`src/hw/rtl/wahp_pkg.sv`:
```
// Shared types and constants for the WAV/AIFF header parser.
// Used by the controller, the datapath and the top level; no dependencies.
package wahp_pkg;

	localparam int MAX_CHUNKS_DEF = 64;
	localparam int DIV_STEPS      = 42;
	localparam int DVD_W          = 42;
	localparam int RES_W          = 75;
	localparam int DATA_W         = 72;
	localparam int USER_W         = 3;

	localparam logic [31:0] TAG_RIFF = 32'h52494646;
	localparam logic [31:0] TAG_WAVE = 32'h57415645;
	localparam logic [31:0] TAG_FMT  = 32'h666D7420;
	localparam logic [31:0] TAG_DATA = 32'h64617461;
	localparam logic [31:0] TAG_FORM = 32'h464F524D;
	localparam logic [31:0] TAG_AIFF = 32'h41494646;
	localparam logic [31:0] TAG_AIFC = 32'h41494643;
	localparam logic [31:0] TAG_COMM = 32'h434F4D4D;

	localparam logic [14:0] EXP_BIAS = 15'd16383;
	localparam logic [14:0] EXP_TOP  = 15'd16446;

	typedef enum logic [1:0] {
		KIND_NONE = 2'd0,
		KIND_WAV  = 2'd1,
		KIND_AIFF = 2'd2
	} kind_t;

	typedef enum logic [4:0] {
		PH_HEADER = 5'b00001,
		PH_CHDR   = 5'b00010,
		PH_BODY   = 5'b00100,
		PH_SKIP   = 5'b01000,
		PH_IGNORE = 5'b10000
	} phase_t;

	typedef enum logic [2:0] {
		ST_RUN  = 3'b001,
		ST_DIV  = 3'b010,
		ST_EMIT = 3'b100
	} ctrl_state_t;

	// Commands from the controller to the datapath.
	typedef struct packed {
		logic take;
		logic emit;
	} wahp_cmd_t;

	// Status from the datapath to the controller.
	typedef struct packed {
		logic div_req;
		logic div_done;
	} wahp_status_t;

endpackage

```
`src/hw/rtl/wahp_ctrl.sv`:
```
// Controller state machine of the WAV/AIFF header parser.
// Depends on wahp_pkg; drives the datapath through wahp_cmd_t.
module wahp_ctrl
	import wahp_pkg::*;
(
	input  logic         clk,
	input  logic         arst_n,
	input  logic         in_valid,
	input  logic         in_last,
	output logic         in_ready,
	output logic         out_valid,
	input  logic         out_ready,
	input  wahp_status_t status,
	output wahp_cmd_t    cmd
);

	ctrl_state_t state_q, state_n;
	logic        last_q;
	logic        out_valid_q;
	logic        out_free;

	assign in_ready  = (state_q == ST_RUN);
	assign out_valid = out_valid_q;
	assign out_free  = !out_valid_q || out_ready;

	// Commands follow from the state and the handshakes.
	always_comb begin
		cmd.take = in_valid && (state_q == ST_RUN);
		cmd.emit = (state_q == ST_EMIT) && out_free;
	end

	// Next state: a division holds off input, the result waits for a free slot.
	always_comb begin
		state_n = state_q;
		unique case (state_q)
			ST_RUN: begin
				if (cmd.take) begin
					if (status.div_req) state_n = ST_DIV;
					else if (in_last)   state_n = ST_EMIT;
				end
			end
			ST_DIV: begin
				if (status.div_done) state_n = last_q ? ST_EMIT : ST_RUN;
			end
			ST_EMIT: begin
				if (out_free) state_n = ST_RUN;
			end
			default: state_n = ST_RUN;
		endcase
	end

	always_ff @(posedge clk or negedge arst_n) begin
		if (!arst_n) begin
			state_q     <= ST_RUN;
			last_q      <= 1'b0;
			out_valid_q <= 1'b0;
		end else begin
			state_q <= state_n;
			if (cmd.take) last_q <= in_last;
			if (cmd.emit)       out_valid_q <= 1'b1;
			else if (out_ready) out_valid_q <= 1'b0;
		end
	end

endmodule

```
`src/hw/rtl/wahp_dp.sv`:
```
// Datapath of the WAV/AIFF header parser: byte parsing registers, body
// buffer, serial divider for the duration and the result register.
// Depends on wahp_pkg.
module wahp_dp
	import wahp_pkg::*;
#(
	parameter int MAX_CHUNKS = MAX_CHUNKS_DEF
) (
	input  logic               clk,
	input  logic               arst_n,
	input  logic [7:0]         in_byte,
	input  wahp_cmd_t          cmd,
	output wahp_status_t       status,
	output logic [RES_W-1:0]   result
);

	localparam int SEEN_W = $clog2(MAX_CHUNKS + 1);
	localparam logic [SEEN_W-1:0] SEEN_MAX = SEEN_W'(MAX_CHUNKS);

	// Parse registers.
	phase_t            phase_q, phase_n;
	logic [4:0]        pos_q, pos_n;
	logic [31:0]       tag_q, tag_n;
	logic [31:0]       len_q, len_n;
	logic [32:0]       skip_q, skip_n;
	logic [SEEN_W-1:0] seen_q, seen_n;
	kind_t             kind_q, kind_n;
	logic [7:0]        buf_q [18];
	logic [7:0]        buf_n [18];
	logic [31:0]       bps_q, bps_n;
	logic [7:0]        ch_q, ch_n;
	logic [31:0]       rate_q, rate_n;
	logic [31:0]       dur_q;

	// Division request and its operands.
	logic              div_req;
	logic [31:0]       div_cnt_n, div_dsr_n;

	// Serial divider registers.
	logic              busy_q;
	logic [5:0]        step_q;
	logic [31:0]       cnt_q;
	logic [31:0]       dsr_q;
	logic [DVD_W-1:0]  dvd_q;
	logic [32:0]       rem_q;
	logic [32:0]       rem_sh, rem_nx;
	logic              ge;
	logic [DVD_W-1:0]  q_nx;
	logic              last_step;

	logic [RES_W-1:0]  result_q;

	// Helpers on the body buffer with the current byte written in.
	logic [14:0] rate_exp;
	logic [63:0] rate_man;
	logic [5:0]  rate_sh;
	logic [31:0] ext_rate;
	logic [31:0] frames;
	logic        body_full;
	logic        ok;

	always_comb begin
		for (int i = 0; i < 18; i++) begin
			buf_n[i] = buf_q[i];
		end
		if (phase_q == PH_BODY && pos_q < 5'd18) buf_n[pos_q] = in_byte;
	end

	// 80-bit extended rate: mantissa shifted down by 63 minus the unbiased exponent.
	always_comb begin
		rate_exp = {buf_n[8][6:0], buf_n[9]};
		rate_man = {buf_n[10], buf_n[11], buf_n[12], buf_n[13],
			buf_n[14], buf_n[15], buf_n[16], buf_n[17]};
		rate_sh  = 6'(EXP_TOP - rate_exp);
		if (rate_exp < EXP_BIAS || rate_exp > EXP_TOP) ext_rate = 32'd0;
		else ext_rate = 32'(rate_man >> rate_sh);
		frames = {buf_n[2], buf_n[3], buf_n[4], buf_n[5]};
	end

	// Byte parsing: next values of the parse registers for the current byte.
	always_comb begin
		phase_n   = phase_q;
		pos_n     = pos_q;
		tag_n     = tag_q;
		len_n     = len_q;
		skip_n    = skip_q;
		seen_n    = seen_q;
		kind_n    = kind_q;
		bps_n     = bps_q;
		ch_n      = ch_q;
		rate_n    = rate_q;
		div_req   = 1'b0;
		div_cnt_n = frames;
		div_dsr_n = ext_rate;
		body_full = 1'b0;
		unique case (phase_q)
			PH_HEADER: begin
				tag_n = {tag_q[23:0], in_byte};
				pos_n = pos_q + 5'd1;
				if (pos_q == 5'd3) begin
					if (tag_n == TAG_RIFF)      kind_n = KIND_WAV;
					else if (tag_n == TAG_FORM) kind_n = KIND_AIFF;
					else begin
						kind_n  = KIND_NONE;
						phase_n = PH_IGNORE;
						pos_n   = pos_q;
					end
				end else if (pos_q == 5'd11) begin
					if ((kind_q == KIND_WAV && tag_n == TAG_WAVE) ||
						(kind_q == KIND_AIFF && (tag_n == TAG_AIFF || tag_n == TAG_AIFC))) begin
						pos_n   = 5'd0;
						tag_n   = 32'd0;
						len_n   = 32'd0;
						phase_n = (seen_q >= SEEN_MAX) ? PH_IGNORE : PH_CHDR;
					end else begin
						kind_n  = KIND_NONE;
						phase_n = PH_IGNORE;
						pos_n   = pos_q;
					end
				end
			end
			PH_CHDR: begin
				if (pos_q < 5'd4) begin
					tag_n = {tag_q[23:0], in_byte};
				end else if (kind_q == KIND_WAV) begin
					case (pos_q[1:0])
						2'd0:    len_n[7:0]   = len_q[7:0] | in_byte;
						2'd1:    len_n[15:8]  = len_q[15:8] | in_byte;
						2'd2:    len_n[23:16] = len_q[23:16] | in_byte;
						default: len_n[31:24] = len_q[31:24] | in_byte;
					endcase
				end else begin
					len_n = {len_q[23:0], in_byte};
				end
				if (pos_q < 5'd7) begin
					pos_n = pos_q + 5'd1;
				end else begin
					seen_n = seen_q + SEEN_W'(1);
					skip_n = {1'b0, len_n} + {32'd0, len_n[0]};
					pos_n  = 5'd0;
					if ((kind_q == KIND_WAV && tag_n == TAG_FMT && len_n >= 32'd16) ||
						(kind_q == KIND_AIFF && tag_n == TAG_COMM && len_n >= 32'd18)) begin
						phase_n = PH_BODY;
					end else begin
						if (kind_q == KIND_WAV && tag_n == TAG_DATA && bps_q != 32'd0) begin
							div_req   = 1'b1;
							div_cnt_n = len_n;
							div_dsr_n = bps_q;
						end
						if (skip_n == 33'd0) begin
							tag_n   = 32'd0;
							len_n   = 32'd0;
							phase_n = (seen_n >= SEEN_MAX) ? PH_IGNORE : PH_CHDR;
						end else begin
							phase_n = PH_SKIP;
						end
					end
				end
			end
			PH_BODY: begin
				pos_n = pos_q + 5'd1;
				if (skip_q != 33'd0) skip_n = skip_q - 33'd1;
				body_full = (kind_q == KIND_WAV) ? (pos_n >= 5'd16) : (pos_n >= 5'd18);
				if (body_full) begin
					if (kind_q == KIND_WAV) begin
						ch_n   = buf_n[2];
						rate_n = {buf_n[7], buf_n[6], buf_n[5], buf_n[4]};
						bps_n  = {buf_n[11], buf_n[10], buf_n[9], buf_n[8]};
					end else begin
						ch_n      = buf_n[1];
						rate_n    = ext_rate;
						div_req   = (ext_rate != 32'd0);
						div_cnt_n = frames;
						div_dsr_n = ext_rate;
					end
					if (skip_n == 33'd0) begin
						pos_n   = 5'd0;
						tag_n   = 32'd0;
						len_n   = 32'd0;
						phase_n = (seen_q >= SEEN_MAX) ? PH_IGNORE : PH_CHDR;
					end else begin
						phase_n = PH_SKIP;
					end
				end
			end
			PH_SKIP: begin
				if (skip_q != 33'd0) skip_n = skip_q - 33'd1;
				if (skip_n == 33'd0) begin
					pos_n   = 5'd0;
					tag_n   = 32'd0;
					len_n   = 32'd0;
					phase_n = (seen_q >= SEEN_MAX) ? PH_IGNORE : PH_CHDR;
				end
			end
			PH_IGNORE: begin
				phase_n = phase_q;
			end
			default: phase_n = PH_IGNORE;
		endcase
	end

	// One restoring division step per cycle.
	always_comb begin
		rem_sh    = {rem_q[31:0], dvd_q[DVD_W-1]};
		ge        = (rem_sh >= {1'b0, dsr_q});
		rem_nx    = ge ? (rem_sh - {1'b0, dsr_q}) : rem_sh;
		q_nx      = {dvd_q[DVD_W-2:0], ge};
		last_step = busy_q && (step_q == 6'(DIV_STEPS));
	end

	assign status.div_req  = div_req;
	assign status.div_done = last_step;

	// Parse registers, cleared after each result.
	always_ff @(posedge clk or negedge arst_n) begin
		if (!arst_n) begin
			phase_q <= PH_HEADER;
			pos_q   <= 5'd0;
			tag_q   <= 32'd0;
			len_q   <= 32'd0;
			skip_q  <= 33'd0;
			seen_q  <= '0;
			kind_q  <= KIND_NONE;
			bps_q   <= 32'd0;
			ch_q    <= 8'd0;
			rate_q  <= 32'd0;
			dur_q   <= 32'd0;
		end else if (cmd.emit) begin
			phase_q <= PH_HEADER;
			pos_q   <= 5'd0;
			tag_q   <= 32'd0;
			len_q   <= 32'd0;
			skip_q  <= 33'd0;
			seen_q  <= '0;
			kind_q  <= KIND_NONE;
			bps_q   <= 32'd0;
			ch_q    <= 8'd0;
			rate_q  <= 32'd0;
			dur_q   <= 32'd0;
		end else begin
			if (cmd.take) begin
				phase_q <= phase_n;
				pos_q   <= pos_n;
				tag_q   <= tag_n;
				len_q   <= len_n;
				skip_q  <= skip_n;
				seen_q  <= seen_n;
				kind_q  <= kind_n;
				bps_q   <= bps_n;
				ch_q    <= ch_n;
				rate_q  <= rate_n;
			end
			if (last_step) dur_q <= (|q_nx[DVD_W-1:32]) ? 32'hFFFF_FFFF : q_nx[31:0];
		end
	end

	// Body buffer, written only while a body arrives.
	always_ff @(posedge clk) begin
		if (cmd.take && phase_q == PH_BODY && pos_q < 5'd18) buf_q[pos_q] <= in_byte;
	end

	// Divider control: a first step scales by 1000, then one quotient bit a cycle.
	always_ff @(posedge clk or negedge arst_n) begin
		if (!arst_n) begin
			busy_q <= 1'b0;
			step_q <= 6'd0;
		end else if (cmd.take && div_req) begin
			busy_q <= 1'b1;
			step_q <= 6'd0;
		end else if (busy_q) begin
			busy_q <= !last_step;
			step_q <= step_q + 6'd1;
		end
	end

	always_ff @(posedge clk) begin
		if (cmd.take && div_req) begin
			cnt_q <= div_cnt_n;
			dsr_q <= div_dsr_n;
		end else if (busy_q && step_q == 6'd0) begin
			dvd_q <= ({10'd0, cnt_q} << 10) - ({10'd0, cnt_q} << 4) - ({10'd0, cnt_q} << 3);
			rem_q <= 33'd0;
		end else if (busy_q) begin
			dvd_q <= q_nx;
			rem_q <= rem_nx;
		end
	end

	// Result register.
	assign ok = (phase_q != PH_HEADER) && (kind_q != KIND_NONE);

	always_ff @(posedge clk) begin
		if (cmd.emit) begin
			result_q <= ok ? {dur_q, rate_q, ch_q, kind_q, 1'b1} : '0;
		end
	end

	assign result = result_q;

endmodule

```
`src/hw/rtl/wav_aiff_audio_header_parser_unit.sv`:
```
// WAV/AIFF header parser, top level: controller and datapath.
// Takes one byte per cycle while no division runs and no result waits; a data or COMM
// chunk that sets a duration stalls input for a scaling step, then a 42-step serial divider.
// After the last byte the result is registered, after the division if one runs.
// Reset (arst_n low, asynchronous) clears all parse state and the output valid.
module wav_aiff_audio_header_parser_unit
	import wahp_pkg::*;
#(
	parameter int MAX_CHUNKS = MAX_CHUNKS_DEF
) (
	input  logic              clk,
	input  logic              arst_n,
	input  logic              s_tvalid,
	output logic              s_tready,
	input  logic [7:0]        s_tdata,   // [7:0] data_byte
	input  logic              s_tlast,   // last_byte
	output logic              m_tvalid,
	input  logic              m_tready,
	// [7:0] channels, [39:8] rate in hertz, [71:40] play time in milliseconds
	output logic [DATA_W-1:0] m_tdata,
	// [0] accepted, [2:1] container
	output logic [USER_W-1:0] m_tuser
);

	wahp_cmd_t        cmd;
	wahp_status_t     status;
	logic [RES_W-1:0] result;

	wahp_ctrl u_ctrl (
		.clk       (clk),
		.arst_n    (arst_n),
		.in_valid  (s_tvalid),
		.in_last   (s_tlast),
		.in_ready  (s_tready),
		.out_valid (m_tvalid),
		.out_ready (m_tready),
		.status    (status),
		.cmd       (cmd)
	);

	wahp_dp #(
		.MAX_CHUNKS (MAX_CHUNKS)
	) u_dp (
		.clk     (clk),
		.arst_n  (arst_n),
		.in_byte (s_tdata),
		.cmd     (cmd),
		.status  (status),
		.result  (result)
	);

	// The flags travel beside the data fields.
	assign m_tuser = result[USER_W-1:0];
	assign m_tdata = result[RES_W-1:USER_W];

endmodule

```
`config.mk`:
```
export PLATFORM = sky130hd
export DESIGN_NAME = wav_aiff_audio_header_parser_unit
export DESIGN_NICKNAME = d
export VERILOG_FILES = /design/src/hw/rtl/wahp_pkg.sv /design/src/hw/rtl/wahp_ctrl.sv /design/src/hw/rtl/wahp_dp.sv /design/src/hw/rtl/wav_aiff_audio_header_parser_unit.sv
export SDC_FILE = /design/constraint.sdc
export NUM_CORES = 2
export LEC_CHECK = 0
export BUFFER_PORTS_ARGS = -buffer_cell sky130_fd_sc_hd__buf_4
export CAP_MARGIN = 0
export CORE_MARGIN = 4
export CORE_UTILIZATION = 35
export DETAILED_ROUTE_END_ITERATION = 6
export GPL_ROUTABILITY_DRIVEN = 0
export MAX_ROUTING_LAYER = met4
export PLACE_DENSITY_LB_ADDON = 0.12
export SYNTH_ARGS = -nofsm -noshare
export SYNTH_HDL_FRONTEND = slang
export SYNTH_SLANG_ARGS = --single-unit
```
`constraint.sdc`:
```
create_clock -name clk -period 12.4 [get_ports clk]
set_input_delay 2.48 -clock clk [delete_from_list [all_inputs] [get_ports clk]]
set_output_delay 2.48 -clock clk [all_outputs]
set_load 0.1 [all_outputs]
```
# [Word level (Yosys, flattened, before mapping)]
# Memories as Yosys holds them, arrays and structs flattened.
# Cells that the tools add are included.
[totals] reg_bits=445 latch_bits=0 elab_cells=291 mem_bits_ro=0 ramBits=144 mem_count=1 output_inout_bits=77
[classes] n_shift=1 bitwise_logic=6 n_div=0 n_lt_le_gt_ge=14 mul=0 mux=135 n_reduce_logical=60 eq_ne=43 n_addsub=9
[memory_table] memory="u_dp.buf_q" words=18 word_bits=8 rd=18 rd_ports_with_merged_regs=0 write_ports=1 line_no="wahp_dp.sv:28" text="logic [7:0] buf_q [18];"
[ops] op="$mux W32" n=48
[ops] op="$eq A32 B31 Y1 const B" n=8
[ops] op="$pmux W32 S4" n=2
[ops] op="$mux W33" n=6
[ops] op="$bwmux W144" n=1
[ops] op="$mux W136" n=1
[ops] op="$mux W5" n=26
[ops] op="$logic_not A33 Y1" n=3
[ops] op="$pmux W33 S3" n=1
[ops] op="$mux W42" n=2
[ops] op="$mux W8" n=10
[ops] op="$ge A32 B5 Y1 const B" n=2
[ops] op="$reduce_bool A32 Y1" n=2
[ops] op="$shr A64 B6 Y32" n=1
[ops] op="$sub A42 B35 Y42" n=1
[ops] op="$sub A42 B36 Y42" n=1
[ops] op="$demux W8 S5" n=1
[ops] op="$add A32 B1 Y33" n=1
[ops] op="$ge A33 B32 Y1" n=1
[ops] op="$reduce_bool A33 Y1" n=1
[ops] op="$sub A33 B1 Y33 const B" n=1
[ops] op="$or A8 B8 Y8" n=4
[ops] op="$sub A32 B32 Y32" n=1
[ops] op="$mux W7" n=4
[ops] op="other kinds (59)" n=139

# [Logic depth before layout (Yosys ltp)]
[depth] ltp_word=17 mapped_depth=27 depth_no_buf=20

# [Cells and area by module]
# A second synthesis with hierarchy kept.
[hier_totals] cells_unflattened=3915 area_unflattened_um2=37678.6
[modules_own_cells] module="wahp_dp" area_each_um2=37382.1 cells_per_inst=3886 seq_area_each_um2=16161.8 n_inst=1
[modules_own_cells] module="wahp_ctrl" area_each_um2=296.5 cells_per_inst=29 seq_area_each_um2=126.4 n_inst=1

# [Least setup slack after synthesis]
# OpenSTA, ideal clock, no wires.
[synth_path] path_type="input to register" start="in s_tdata[0]" end="reg u_dp.dvd_q[0] (enable)" stages=23 arrival_time_ps=10232 n_path_buf=8 setup_slack_ps=1662 t_required_ps=11894 cell_sequence="clkbuf_1 > nand4_1 > nand2_4 > clkinv_2 > buf_6 > buf_2 > ha_1 > clkbuf_1 > clkinv_1 > buf_2 > buf_1 > buf_1 > mux4_2 > a222oi_1 > a22oi_1 > nand2_1 > nand4_1 > nor4b_1 > nand2b_1 > a41oi_1 > and2_1 > buf_2 > nor2_1"
[synth_via] elab_chain_len=14 elab_cells_between_ends=43 cone_classes="add/sub (1); order compare (4); eq/ne (3); shift (1); mux (18); bitwise (5); reduce/logical (11)"
[synth_rtl] item="start: declaration" line_no="wav_aiff_audio_header_parser_unit.sv:15" text="input logic [7:0] s_tdata,"
[synth_rtl] item="branches (longest 10 deep; another with $sub A6 B6 Y6)"
[synth_rtl] item="$pmux W1 S2 *" line_no="wahp_dp.sv:96" text="unique case (phase_q)"
[synth_rtl] item="$logic_and A1 B1 Y1 *" line_no="wahp_dp.sv:277" text="if (cmd.take && div_req) begin"
[synth_rtl] item="$not A1 Y1 (no line) *"
[synth_rtl] item="$reduce_and A2 Y1 (no line) *"
[synth_rtl] item="end signal: assignment" line_no="wahp_dp.sv:281" text="dvd_q <= ({10'd0, cnt_q} << 10) - ({10'd0, cnt_q} << 4) - ({10'd0, cnt_q} << 3);"
[synth_rtl] item="end signal: assignment" line_no="wahp_dp.sv:284" text="dvd_q <= q_nx;"
[synth_rtl] item="end: declaration" line_no="wahp_dp.sv:44" text="logic [DVD_W-1:0] dvd_q;"
# Mark *: on every way between the ends. The select of a mux whose other input is x is not followed.
# A chain may end at the register's enable or synchronous reset.

# [Worst setup path after layout]
[layout_path] start="in s_tdata[0]" end="reg u_dp.dvd_q[39] (enable)"
# The elaborated chain is that of the path after synthesis.

==> impl_metrics.csv <==
group,metric,value,unit
status,status,"complete, no violations",
clocking,h-tree-depth,3,
setup_path,worstSetupStartpoint,"s_tdata[0]",
routing,final_antenna_net_count,0,
setup_path,start_kind,"primary input",
timing,finalMaxSlewViolations,0,
timing,hold_viol,0,
floorplan,die_x,333,um
timing,period_share,0.694,
clocking,cts_buffer_depth,3,
flow_run,drv_cap,0,
clocking,ctsHoldBuffers,0,
setup_path,critPathKind,"in -> reg",
setup_path,worst_ep_arrival_time,8.86,ns
synth,yosys.cell_types.count,109,
setup_path,endpoint_kind,"register",
timing,fin_crit,8.60,ns
timing,skew,0.0539,ns
placement,portBuffers,89,
clocking,cts_tree,"built",
clocking,postCtsResizedCells,0,
timing,setup_tns,0,ns
setup_path,ff2ff_path_depth,20,
hold_path,hold_depth,2,
setup_path,required,12.66,ns
floorplan,std_cell_rows,119,
routing,num_vias,30100,
routing,viasPerCell,5.79,
finish,final_nets,3878,
clocking,clock_latency,0.65,ns
floorplan,io_pins,90,
timing,worst_slew_pin_slew,1.18,ns
setup_path,cp_max_fo,61,
routing,drt_iter0_drc,3344,
routing,wirelength,125000,um
global_route,grt_pass1_vias,29300,
floorplan,coreArea,105000,um^2
synth,ys_ff_latch,581,
power_and_ir_drop,vdd_drop_max,90.6,uV
synth,netlist_instances,3742,
placement,dp_hpwl,90100,um
routing,drc,0,
global_route,busiest_layer,"met2",
clocking,numCtsBuffers,71,
synth,yosysSeqAreaShare,0.440,
setup_path,r2r_start,"u_dp.pos_q[1]$_DFFE_PN0P_",
global_route,grt_util_met1,0.321,
synth,synth-edff-count,349,
global_route,grt_pass1_wl,191000,um
clocking,clk_pin_slew,0.06,ns
finish,syn_to_final_growth,12.5,%
global_route,met2_usage,0.338,
synth,syn-num-nets,3874,
global_route,grt_overflow,0,
synth,avgSynthCellArea,9.90,um^2
timing,relSlewSlack,0.206,
timing,rsz0062_at_grt,"false",
floorplan,fp.dieH,333,um
power_and_ir_drop,p_leak,0.0162,uW
timing,timing.fmax,116,MHz
global_route,gr-usage-all-layers,0.227,
routing,dr.pass1.iters,6,
synth,yosys_warnings,0,
floorplan,initial_core_util,0.352,
global_route,grtUsageMet3,0.0306,
clocking,cts_num_sinks,581,
power_and_ir_drop,powerDensity,126,nW/um^2
finish,drive_gt1_frac,0.129,
clocking,cts_setup_buffers,0,
setup_path,rrSetupSlack,4.50,ns
finish,fillCellCount,10500,
hold_path,holdCritPathClass,"reg -> reg",
timing,setup_violations,0,
global_route,grt_max_degree,81,
finish,final_util,0.396,
synth,ys_async_sr_fraction,0.399,
setup_path,critPathCapture,"u_dp.dvd_q[39]$_DFFE_PP_",
synth,synth_top_flop_cell,"edfxtp_1",
clocking,cts-root-buf,"clkbuf_16",
synth,synth_area,37000,um^2
routing,wl_per_cell,24.1,um
floorplan,dieArea,111000,um^2
setup_path,worst_r2r_endpoint,"u_dp.dvd_q[39]$_DFFE_PP_",
global_route,grt_antenna_before_repair,3,
## report_power, final
| part | switching (uW) | leakage (uW) | total [uW] | internal [uW] |
|---|---|---|---|---|
| sequential | 88.2 | 0.00606 | 2180 | 2090 |
| combinational | 602 | 0.00894 | 869 | 267 |
| clock | 878 | 0.00121 | 2210 | 1330 |
| total | 1570 | 0.0162 | 5260 | 3690 |
## sequential cells by signal, summed over array words and instances (netlist names), 3 cells and up
register and cells:
u_ctrl.state_q 3, u_dp.bps_q 32, u_dp.buf_q 136, u_dp.ch_q 8
u_dp.cnt_q 32, u_dp.dsr_q 32, u_dp.dur_q 32, u_dp.dvd_q 42
u_dp.len_q 32, u_dp.phase_q 5, u_dp.pos_q 5, u_dp.rate_q 32
u_dp.rem_q 32, u_dp.result 75, u_dp.seen_q 7, u_dp.skip_q 33
u_dp.step_q 6, u_dp.tag_q 32
## critical path, stage by stage
cell       delay (ns)
buf_4            0.13
nand4_1          0.24
nand2_4          0.16
buf_4            0.72
ha_1             0.41
nand2_1          0.08
nor4_1           0.25
nand4bb_2        0.57
buf_4            0.54
mux2i_1          0.44
o22ai_1          0.15
a221oi_1         0.47
nand3_1          0.16
nor4b_1          0.53
nand2b_1         0.18
a41oi_1          0.27
and2_1           0.39
nor2_4           0.13
buf_4            0.47
## logic make-up (layout without fill, tap and decap cells)
group | Yosys count | in the layout | synth area share
DFF | 581 | 581 | 0.440
AOI/OAI and AO/OA | 976 | 976 | 0.173
muxes | 326 | 326 | 0.105
and+or+nand+nor | 1255 | 1255 | 0.169
xor gates and xnor gates | 113 | 113 | 0.0267
other | 0 | 5 | 0
buffers and inverters | 372 | 434 | 0.0413
adders and majority gates | 119 | 119 | 0.0455
## worst min-delay path by stage
stage	end	start
final	u_dp.rate_q[10]$_DFFE_PN0P_	u_dp.rate_q[10]$_DFFE_PN0P_
after global routing	u_dp.rate_q[10]$_DFFE_PN0P_	u_dp.rate_q[10]$_DFFE_PN0P_
after CTS	u_dp.len_q[25]$_DFFE_PN0P_	u_dp.len_q[25]$_DFFE_PN0P_
after detailed placement	u_dp.len_q[25]$_DFFE_PN0P_	u_dp.len_q[25]$_DFFE_PN0P_
after global placement	u_dp.len_q[24]$_DFFE_PN0P_	u_dp.len_q[24]$_DFFE_PN0P_
after floorplan	u_ctrl.last_q$_DFFE_PN0P_	u_ctrl.last_q$_DFFE_PN0P_
## cell type report
| cell class | count | area [um^2] | share of cell area |
|---|---|---|---|
| Clock buffer | 96 | 1960 | 0.0470 |
| Antenna cell | 5 | 12.5 | 0.000300 |
| Tap cell | 1391 | 1740 | 0.0418 |
| Clock inverter | 35 | 542 | 0.0130 |
| Sequential cell | 581 | 16300 | 0.391 |
| Inverter | 133 | 503 | 0.0121 |
| Multi-Input combinational cell | 2789 | 19300 | 0.464 |
| Timing Repair Buffer | 170 | 1280 | 0.0308 |
## cell usage after synthesis, types with 36 or more instances
library cell / count / area [um^2]
edfxtp_1: 349 / 10500
nor2_1: 341 / 1280
nand2_1: 307 / 1150
o21ai_0: 259 / 1300
a21oi_1: 231 / 1160
dfrtp_1: 230 / 5760
mux2i_1: 219 / 2190
clkbuf_1: 166 / 623
nand3_1: 143 / 716
inv_1: 130 / 488
ha_1: 93 / 1160
nor2b_1: 88 / 551
nor3_1: 80 / 400
mux2_2: 64 / 721
xnor2_1: 63 / 552
xor2_1: 50 / 438
nand4_1: 49 / 307
a22o_1: 43 / 377
mux4_2: 42 / 946
nor4_1: 42 / 263
o22ai_1: 38 / 238
buf_2: 36 / 180
## per-stage QoR
stage / total power (uW) / cell area, um^2 / setup WS, ns / cells / hold slack (ns)
2_1_floorplan: 2750 / 37000 / 1.66 / 3742 / 0.447
3_3_place_gp: 3080 / 39200 / 3.35 / 5064 / 0.473
3_5_place_dp: 3070 / 39200 / 3.26 / 5064 / 0.481
4_1_cts: 5310 / 41700 / 3.95 / 5195 / 0.494
5_1_grt: 5470 / 41700 / 3.31 / 5198 / 0.512
6_report: 5260 / 41700 / 3.80 / 5200 / 0.491
## layout by cell type (no fill, tap or decap), types with 43 or more instances in the layout
| cell | instances |
|---|---|
| o21ai_0 | 258 |
| a21oi_1 | 229 |
| nand2_1 | 305 |
| nor2b_1 | 87 |
| buf_4 | 169 |
| nand3_1 | 141 |
| inv_1 | 129 |
| mux2_2 | 64 |
| xnor2_1 | 61 |
| a22o_1 | 43 |
| mux2i_1 | 218 |
| nor2_1 | 336 |
| clkbuf_16 | 71 |
| ha_1 | 93 |
| dfrtp_1 | 230 |
| nor3_1 | 79 |
| edfxtp_1 | 349 |
| xor2_1 | 48 |
| nand4_1 | 49 |
## layer usage
metal | vias up | wire length, um
li1 | 14000 | -
met1 | 14800 | 58000
met2 | 1142 | 55900
met3 | 194 | 7730
met4 | 0 | 3920
met5 | - | 0
Note: power is estimated with default switching activity, not from simulation.
